### src/design/htr_pkg.sv
`default_nettype none

package htr_pkg;

  // input limits
  localparam logic [8:0] HueMax  = 9'd360;
  localparam logic [7:0] ChanMax = 8'd255;

  // reciprocal constants for the constant dividers
  localparam logic [9:0]  Div3By5Mul = 10'd855;   // x*5/3 ~ (x*855) >> 9
  localparam logic [8:0]  Div255Mul  = 9'd257;    // x/255 ~ (x*257) >> 16, low by at most 1
  localparam logic [15:0] Div100Mul  = 16'd41943; // x/100 ~ (x*41943) >> 22, low by at most 1
  localparam logic [7:0]  Div255     = 8'd255;
  localparam logic [6:0]  Div100     = 7'd100;

  typedef enum logic [2:0] {
    Sec0 = 3'd0,
    Sec1 = 3'd1,
    Sec2 = 3'd2,
    Sec3 = 3'd3,
    Sec4 = 3'd4,
    Sec5 = 3'd5,
    Sec6 = 3'd6
  } htr_sector_e;

  // front end: clamped inputs and hue split
  typedef struct packed {
    logic [15:0] idx;
    htr_sector_e sector;
    logic [5:0]  rem;
    logic [7:0]  sat;
    logic [7:0]  val;
  } htr_s1_t;

  typedef struct packed {
    logic [15:0] idx;
    htr_sector_e sector;
    logic        grey;
    logic [7:0]  val;
    logic [6:0]  frac;
    logic [15:0] prod;
  } htr_s2_t;

  typedef struct packed {
    logic [15:0] idx;
    htr_sector_e sector;
    logic        grey;
    logic [7:0]  val;
    logic [15:0] prod;
    logic [7:0]  vs_est;
    logic [22:0] vfs_prod;
  } htr_s3_t;

  typedef struct packed {
    logic [15:0] idx;
    htr_sector_e sector;
    logic        grey;
    logic [7:0]  val;
    logic [7:0]  vs;
    logic [22:0] vfs_prod;
    logic [14:0] vfs_est;
  } htr_s4_t;

  typedef struct packed {
    logic [15:0] idx;
    htr_sector_e sector;
    logic        grey;
    logic [7:0]  val;
    logic [7:0]  vs;
    logic [14:0] vfs;
    logic [14:0] num_q;
  } htr_s5_t;

  typedef struct packed {
    logic [15:0] idx;
    htr_sector_e sector;
    logic        grey;
    logic [7:0]  val;
    logic [7:0]  vs;
    logic [14:0] vfs;
    logic [14:0] num_q;
    logic [7:0]  q_est;
    logic [7:0]  d_est;
  } htr_s6_t;

  typedef struct packed {
    logic [15:0] idx;
    htr_sector_e sector;
    logic        grey;
    logic [7:0]  val;
    logic [7:0]  p;
    logic [7:0]  q;
    logic [7:0]  t;
  } htr_s7_t;

endpackage

`default_nettype wire

### src/design/hsv_to_rgb_integer.sv
// channel   | ports                                                   | dir | handshake
// ----------+---------------------------------------------------------+-----+------------------
// request   | led_index_i, hue_i, saturation_i, brightness_i         | in  | start, busy
// pixel     | out_index_o, red_o, green_o, blue_o                    | out | done_o strobe
//
// every beat runs the whole pipeline from start to done_o; one beat can enter each cycle
// the latency is set by the chain of constant dividers (by 255, then by 100),
// each split into a reciprocal multiply stage and a correction stage
// busy is always low: the pipeline never stalls and the receiver cannot stall it
// reset (rst_ni low) clears only the stage valid bits; data registers are not reset
`default_nettype none

module hsv_to_rgb_integer
  import htr_pkg::*;
(
  input  wire logic        clk_i,
  input  wire logic        rst_ni,
  input  wire logic        start,
  output logic             busy,
  input  wire logic [15:0] led_index_i,
  input  wire logic [15:0] hue_i,
  input  wire logic [15:0] saturation_i,
  input  wire logic [15:0] brightness_i,
  output logic             done_o,
  output logic [15:0]      out_index_o,
  output logic [7:0]       red_o,
  output logic [7:0]       green_o,
  output logic [7:0]       blue_o
);

  localparam int Latency = 8;

  logic    front_valid;
  htr_s2_t front_data;
  logic    scale_valid;
  htr_s6_t scale_data;
  logic    accept;

  // free running pipeline, so a request is taken whenever start is high
  assign busy   = 1'b0;
  assign accept = start & ~busy;

  // stages 1-2: clamp inputs, split hue into sector and hundredths, form v*s
  htr_front u_front (
    .clk_i        (clk_i),
    .rst_ni       (rst_ni),
    .valid_i      (accept),
    .led_index_i  (led_index_i),
    .hue_i        (hue_i),
    .saturation_i (saturation_i),
    .brightness_i (brightness_i),
    .valid_o      (front_valid),
    .data_o       (front_data)
  );

  // stages 3-6: vs = v*s/255, vfs = v*s*f/255, then estimates of the /100 terms
  htr_scale u_scale (
    .clk_i   (clk_i),
    .rst_ni  (rst_ni),
    .valid_i (front_valid),
    .data_i  (front_data),
    .valid_o (scale_valid),
    .data_o  (scale_data)
  );

  // stages 7-8: p, q, t with t clamp, then routing by sector into output regs
  htr_route u_route (
    .clk_i   (clk_i),
    .rst_ni  (rst_ni),
    .valid_i (scale_valid),
    .data_i  (scale_data),
    .valid_o (done_o),
    .index_o (out_index_o),
    .red_o   (red_o),
    .green_o (green_o),
    .blue_o  (blue_o)
  );

  // a result beat only comes from a request accepted a full latency earlier
  a_done_has_request: assert property (@(posedge clk_i) disable iff (!rst_ni)
    done_o |-> $past(accept, Latency))
    else $error("result without a matching request");

  // index travels unchanged with its beat
  a_index_passes: assert property (@(posedge clk_i) disable iff (!rst_ni)
    done_o |-> (out_index_o == $past(led_index_i, Latency)))
    else $error("index does not match its request");

  // zero saturation yields grey
  a_grey: assert property (@(posedge clk_i) disable iff (!rst_ni)
    (done_o && ($past(saturation_i, Latency) == 16'd0))
      |-> ((red_o == green_o) && (green_o == blue_o)))
    else $error("zero saturation did not give grey");

endmodule

`default_nettype wire

### src/design/htr_front.sv
`default_nettype none

module htr_front
  import htr_pkg::*;
(
  input  wire logic        clk_i,
  input  wire logic        rst_ni,
  input  wire logic        valid_i,
  input  wire logic [15:0] led_index_i,
  input  wire logic [15:0] hue_i,
  input  wire logic [15:0] saturation_i,
  input  wire logic [15:0] brightness_i,
  output logic             valid_o,
  output htr_s2_t          data_o
);

  logic        hue_big;
  logic [8:0]  hue_c;
  logic [8:0]  base;
  htr_s1_t     s1_d, s1_q;
  htr_s2_t     s2_d, s2_q;
  logic        v1_q, v2_q;
  logic [15:0] frac_mul;

  // clamp, then sector by compare chain
  always_comb begin
    hue_big = (hue_i > 16'(HueMax));
    hue_c   = hue_big ? HueMax : hue_i[8:0];
    if (hue_c >= 9'd360) begin
      s1_d.sector = Sec6;
      base        = 9'd360;
    end else if (hue_c >= 9'd300) begin
      s1_d.sector = Sec5;
      base        = 9'd300;
    end else if (hue_c >= 9'd240) begin
      s1_d.sector = Sec4;
      base        = 9'd240;
    end else if (hue_c >= 9'd180) begin
      s1_d.sector = Sec3;
      base        = 9'd180;
    end else if (hue_c >= 9'd120) begin
      s1_d.sector = Sec2;
      base        = 9'd120;
    end else if (hue_c >= 9'd60) begin
      s1_d.sector = Sec1;
      base        = 9'd60;
    end else begin
      s1_d.sector = Sec0;
      base        = 9'd0;
    end
    s1_d.idx = led_index_i;
    s1_d.rem = 6'(hue_c - base);
    s1_d.sat = (saturation_i > 16'(ChanMax)) ? ChanMax : saturation_i[7:0];
    s1_d.val = (brightness_i > 16'(ChanMax)) ? ChanMax : brightness_i[7:0];
  end

  // fraction in hundredths and v*s
  always_comb begin
    frac_mul    = 16'(s1_q.rem) * 16'(Div3By5Mul);
    s2_d.idx    = s1_q.idx;
    s2_d.sector = s1_q.sector;
    s2_d.grey   = (s1_q.sat == 8'd0);
    s2_d.val    = s1_q.val;
    s2_d.frac   = frac_mul[15:9];
    s2_d.prod   = 16'(s1_q.sat) * 16'(s1_q.val);
  end

  always_ff @(posedge clk_i or negedge rst_ni) begin
    if (!rst_ni) begin
      v1_q <= 1'b0;
      v2_q <= 1'b0;
    end else begin
      v1_q <= valid_i;
      v2_q <= v1_q;
    end
  end

  always_ff @(posedge clk_i) begin
    s1_q <= s1_d;
    s2_q <= s2_d;
  end

  assign valid_o = v2_q;
  assign data_o  = s2_q;

endmodule

`default_nettype wire

### src/design/htr_scale.sv
`default_nettype none

module htr_scale
  import htr_pkg::*;
(
  input  wire logic    clk_i,
  input  wire logic    rst_ni,
  input  wire logic    valid_i,
  input  wire htr_s2_t data_i,
  output logic         valid_o,
  output htr_s6_t      data_o
);

  htr_s3_t     s3_d, s3_q;
  htr_s4_t     s4_d, s4_q;
  htr_s5_t     s5_d, s5_q;
  htr_s6_t     s6_d, s6_q;
  logic        v3_q, v4_q, v5_q, v6_q;
  logic [23:0] vs_mul;
  logic [16:0] vs_rem;
  logic [31:0] vfs_mul;
  logic [23:0] vfs_rem;
  logic [14:0] vfs_fix;
  logic [30:0] q_mul;
  logic [30:0] d_mul;

  // v*s/255 estimate and v*s*f
  always_comb begin
    vs_mul        = 24'(data_i.prod) * 24'(Div255Mul);
    s3_d.idx      = data_i.idx;
    s3_d.sector   = data_i.sector;
    s3_d.grey     = data_i.grey;
    s3_d.val      = data_i.val;
    s3_d.prod     = data_i.prod;
    s3_d.vs_est   = vs_mul[23:16];
    s3_d.vfs_prod = 23'(data_i.prod) * 23'(data_i.frac);
  end

  // fix vs, estimate vfs
  always_comb begin
    vs_rem        = 17'(s3_q.prod) - 17'(s3_q.vs_est) * 17'(Div255);
    vfs_mul       = 32'(s3_q.vfs_prod) * 32'(Div255Mul);
    s4_d.idx      = s3_q.idx;
    s4_d.sector   = s3_q.sector;
    s4_d.grey     = s3_q.grey;
    s4_d.val      = s3_q.val;
    s4_d.vs       = (vs_rem >= 17'(Div255)) ? s3_q.vs_est + 8'd1 : s3_q.vs_est;
    s4_d.vfs_prod = s3_q.vfs_prod;
    s4_d.vfs_est  = vfs_mul[30:16];
  end

  // fix vfs, form 100v - vfs
  always_comb begin
    vfs_rem     = 24'(s4_q.vfs_prod) - 24'(s4_q.vfs_est) * 24'(Div255);
    vfs_fix     = (vfs_rem >= 24'(Div255)) ? s4_q.vfs_est + 15'd1 : s4_q.vfs_est;
    s5_d.idx    = s4_q.idx;
    s5_d.sector = s4_q.sector;
    s5_d.grey   = s4_q.grey;
    s5_d.val    = s4_q.val;
    s5_d.vs     = s4_q.vs;
    s5_d.vfs    = vfs_fix;
    s5_d.num_q  = 15'(s4_q.val) * 15'(Div100) - vfs_fix;
  end

  // both divides by 100, estimates
  always_comb begin
    q_mul       = 31'(s5_q.num_q) * 31'(Div100Mul);
    d_mul       = 31'(s5_q.vfs) * 31'(Div100Mul);
    s6_d.idx    = s5_q.idx;
    s6_d.sector = s5_q.sector;
    s6_d.grey   = s5_q.grey;
    s6_d.val    = s5_q.val;
    s6_d.vs     = s5_q.vs;
    s6_d.vfs    = s5_q.vfs;
    s6_d.num_q  = s5_q.num_q;
    s6_d.q_est  = q_mul[29:22];
    s6_d.d_est  = d_mul[29:22];
  end

  always_ff @(posedge clk_i or negedge rst_ni) begin
    if (!rst_ni) begin
      v3_q <= 1'b0;
      v4_q <= 1'b0;
      v5_q <= 1'b0;
      v6_q <= 1'b0;
    end else begin
      v3_q <= valid_i;
      v4_q <= v3_q;
      v5_q <= v4_q;
      v6_q <= v5_q;
    end
  end

  always_ff @(posedge clk_i) begin
    s3_q <= s3_d;
    s4_q <= s4_d;
    s5_q <= s5_d;
    s6_q <= s6_d;
  end

  assign valid_o = v6_q;
  assign data_o  = s6_q;

endmodule

`default_nettype wire

### src/design/htr_route.sv
`default_nettype none

module htr_route
  import htr_pkg::*;
(
  input  wire logic    clk_i,
  input  wire logic    rst_ni,
  input  wire logic    valid_i,
  input  wire htr_s6_t data_i,
  output logic         valid_o,
  output logic [15:0]  index_o,
  output logic [7:0]   red_o,
  output logic [7:0]   green_o,
  output logic [7:0]   blue_o
);

  htr_s7_t     s7_d, s7_q;
  logic        v7_q, v8_q;
  logic [14:0] q_rem;
  logic [14:0] d_rem;
  logic [7:0]  d_fix;
  logic [7:0]  p_lvl;
  logic [8:0]  t_sum;
  logic [15:0] idx_d, idx_q;
  logic [7:0]  red_d, red_q;
  logic [7:0]  green_d, green_q;
  logic [7:0]  blue_d, blue_q;

  // fix the divides, form p, q, t
  always_comb begin
    q_rem       = data_i.num_q - 15'(data_i.q_est) * 15'(Div100);
    d_rem       = data_i.vfs - 15'(data_i.d_est) * 15'(Div100);
    d_fix       = (d_rem >= 15'(Div100)) ? data_i.d_est + 8'd1 : data_i.d_est;
    p_lvl       = data_i.val - data_i.vs;
    t_sum       = 9'(p_lvl) + 9'(d_fix);
    s7_d.idx    = data_i.idx;
    s7_d.sector = data_i.sector;
    s7_d.grey   = data_i.grey;
    s7_d.val    = data_i.val;
    s7_d.p      = p_lvl;
    s7_d.q      = (q_rem >= 15'(Div100)) ? data_i.q_est + 8'd1 : data_i.q_est;
    s7_d.t      = (t_sum > 9'(ChanMax)) ? ChanMax : t_sum[7:0];
  end

  // sector routing
  always_comb begin
    idx_d = s7_q.idx;
    if (s7_q.grey) begin
      red_d   = s7_q.val;
      green_d = s7_q.val;
      blue_d  = s7_q.val;
    end else begin
      unique case (s7_q.sector)
        Sec1: begin
          red_d = s7_q.q;   green_d = s7_q.val; blue_d = s7_q.p;
        end
        Sec2: begin
          red_d = s7_q.p;   green_d = s7_q.val; blue_d = s7_q.t;
        end
        Sec3: begin
          red_d = s7_q.p;   green_d = s7_q.q;   blue_d = s7_q.val;
        end
        Sec4: begin
          red_d = s7_q.t;   green_d = s7_q.p;   blue_d = s7_q.val;
        end
        Sec5: begin
          red_d = s7_q.val; green_d = s7_q.p;   blue_d = s7_q.q;
        end
        default: begin
          red_d = s7_q.val; green_d = s7_q.t;   blue_d = s7_q.p;
        end
      endcase
    end
  end

  always_ff @(posedge clk_i or negedge rst_ni) begin
    if (!rst_ni) begin
      v7_q <= 1'b0;
      v8_q <= 1'b0;
    end else begin
      v7_q <= valid_i;
      v8_q <= v7_q;
    end
  end

  always_ff @(posedge clk_i) begin
    s7_q    <= s7_d;
    idx_q   <= idx_d;
    red_q   <= red_d;
    green_q <= green_d;
    blue_q  <= blue_d;
  end

  assign valid_o = v8_q;
  assign index_o = idx_q;
  assign red_o   = red_q;
  assign green_o = green_q;
  assign blue_o  = blue_q;

endmodule

`default_nettype wire
### config.mk
export PLATFORM = sky130hd
export DESIGN_NAME = hsv_to_rgb_integer
export DESIGN_NICKNAME = d
export VERILOG_FILES = /design/src/design/htr_pkg.sv /design/src/design/hsv_to_rgb_integer.sv /design/src/design/htr_front.sv /design/src/design/htr_scale.sv /design/src/design/htr_route.sv
export SDC_FILE = /design/constraint.sdc
export NUM_CORES = 2
export LEC_CHECK = 0
export BUFFER_PORTS_ARGS = -buffer_cell sky130_fd_sc_hd__buf_4
export CAP_MARGIN = 10
export CORE_UTILIZATION = 60
export DETAILED_ROUTE_END_ITERATION = 10
export PLACE_DENSITY = 0.77
export SYNTH_ARGS = -nofsm -noshare
export SYNTH_HDL_FRONTEND = slang
export SYNTH_HIERARCHICAL = 1
export SYNTH_SLANG_ARGS = --single-unit
### constraint.sdc
create_clock -name clk_i -period 10.2 [get_ports clk_i]
set_clock_uncertainty 0.15 [all_clocks]
set_input_delay 1.53 -clock clk_i [delete_from_list [all_inputs] [get_ports clk_i]]
set_output_delay 1.53 -clock clk_i [all_outputs]
set_load 0.05 [all_outputs]
==> run summary <==
status: finished, final reports clean
clock root buffer: clkbuf_16
Slew Viols, Final: 0
maxcap violations: 0
Final min period: 8117 ps
Layout area overhead: 8.616%
die width: 255.6 µm
worst r2r src: u_scale/s4_q[3]
via count: 26180
Setup crit start: u_scale/s4_q[3]
initial core utilization: 0.6097
layout net count: 5096
Mapped Area: 38600 µm²
Rows: 92
Worst Path Arrival: 8470 ps
Fmax achieved: 123.2 MHz
Top Family by Delay on Critical Path: adder cells
maximum fanout along the worst path: 11
drt first pass iters: 11
Final ANT Viol Nets: 0
vias in the first global route: 27280
post_cts resized: 0
worst hold path class: register to register
worst r2r path cells: 27
CTS Hold Bufs: 0
most frequent cells in the layout: inv_1, ha_1, dfxtp_1, fa_1, nand2_1
syn nets: 4998
CP bufs+invs: 6
Hold Startpoint: u_scale/s5_q[39]
synth warn: 6
Worst setup EP type: register
# Post-CTS Setup Buffers: 0
Routed WL per cell: 15.91 µm
via density per instance: 5.423
largest net degree at the start of global routing: 27
GP Congestion: 0.9180
hold path depth: 0
fraction of layout cells with a size suffix above 1: 0.06454
worst rel slew slack: 0.3636
Placeable Area: 63310 µm²
H-tree Lvls: 2
post-synthesis cell count: 3849
drc violations: 0
final hold viol count: 0
clock sinks: 484
GRT Total Usage: 0.2408
Critical R2R Capture: u_scale/s5_q[13]
Final period util: 0.7958
Synth Area per Inst: 10.03 µm²
first-pass GRT wire length: 130.2 mm
Congestion Overflow GR: 0
CTS clk-pin slew, worst paths: 70 ps
commonest non-fill, non-tap cell in the layout: inv_1
Die Height: 255.6 µm
post-DP HPWL: 62.24 mm
required time of the critical path: 10550 ps
Die Footprint: 65350 µm²
CP dominant cell by count: inv_1
TNS Setup: 0 ps
I/O pins: 109
critical path's slowest cell: fa_1
Final Setup Violations: 0
clk buf depth: 3
Worst setup SP type: register
final WL: 76.80 mm
DR iter-0 viols: 1419
CP peak stage delay: 650 ps
number of diodes: 0
RSZ-0062 raised after global routing: no
Hold EP: u_scale/data_o[55]
port bufs: 107
Skew-Pair Late Insertion Delay: 610 ps
initial antenna violation count: 0
CTS Buf Count: 46
R2R setup slack: 2080 ps
Least-Margin Pin Slew: 947.3 ps
Worst Path Class, Setup: register to register
FILL cells: 4926
CTS tree: built
## registers in the layout (all words and copies together) (netlist names), 8 cells and up
| signal | count |
|---|---|
| u_scale/data_o | 78 |
| u_route/blue_o | 8 |
| u_route/green_o | 8 |
| u_scale/s4_q | 74 |
| u_scale/s3_q | 75 |
| u_scale/s5_q | 65 |
| u_front/data_o | 51 |
| u_route/red_o | 8 |
| u_front/s1_q | 41 |
| u_route/index_o | 16 |
| u_route/s7_q | 36 |
| u_route/idx_d | 16 |
## per-layer routing
metal	routed length (µm)	vias up	GRT usage	share of wire
met3	2860	134	0.02426	0.037
met4	1768	0	0.06554	0.023
li1	-	12790	-	-
met1	33450	12720	0.3091	0.44
met5	0	-	0	0
met2	38720	537	0.4306	0.50
## through the flow
step	cells	hold slack, ps	area [µm²]	worst slack, ps	util
after global routing	4828	178.5	41920	1640	0.6622
after detailed placement	4745	162.1	40210	2234	0.6351
after global placement	4745	159.6	40210	2407	0.6351
after CTS	4828	173.7	41920	2196	0.6622
final	4828	164.6	41920	2083	0.6622
after floorplan	3849	159.6	38600	3113	-
## how the worst max path moves through the flow
stage,endpoint,cells past startpoint,slack [ps]
2_1_floorplan,u_scale/s5_q[13],30,3110
3_3_place_gp,u_scale/s5_q[13],28,2410
3_5_place_dp,u_scale/s5_q[13],27,2230
4_1_cts,u_scale/s5_q[13],27,2200
5_1_grt,u_scale/s5_q[13],28,1640
6_report,u_scale/s5_q[13],27,2080
## cell type report
cell class,count,area [µm²],area share
clock buffers,52,1235,0.02946
inverters,753,2826,0.06742
multi-input cells,2554,25790,0.6151
repair buffers,108,810.8,0.01934
well taps,846,1059,0.02525
clock inverters,31,478.0,0.01140
flip-flops and latches,484,9729,0.2321
## worst register-to-register path, cell delays in order (launching register included)
cell	delay, ps
dfxtp_1	470
inv_1	250
fa_1	650
inv_1	80
fa_1	540
inv_1	60
fa_1	530
inv_1	60
fa_1	540
inv_1	50
ha_1	430
and4_1	300
nand2_1	110
o211a_1	280
xnor2_1	140
nor4_1	440
nand4_1	150
and4bb_4	460
nand4b_1	270
xnor2_1	130
ha_1	400
inv_1	80
o21ai_0	440
nor3_1	120
a221oi_2	360
a31oi_2	200
o31ai_2	230
xor2_1	160
Power is not shown: default switching activity piles up to over one toggle a cycle in this logic, so the estimate is an artifact.
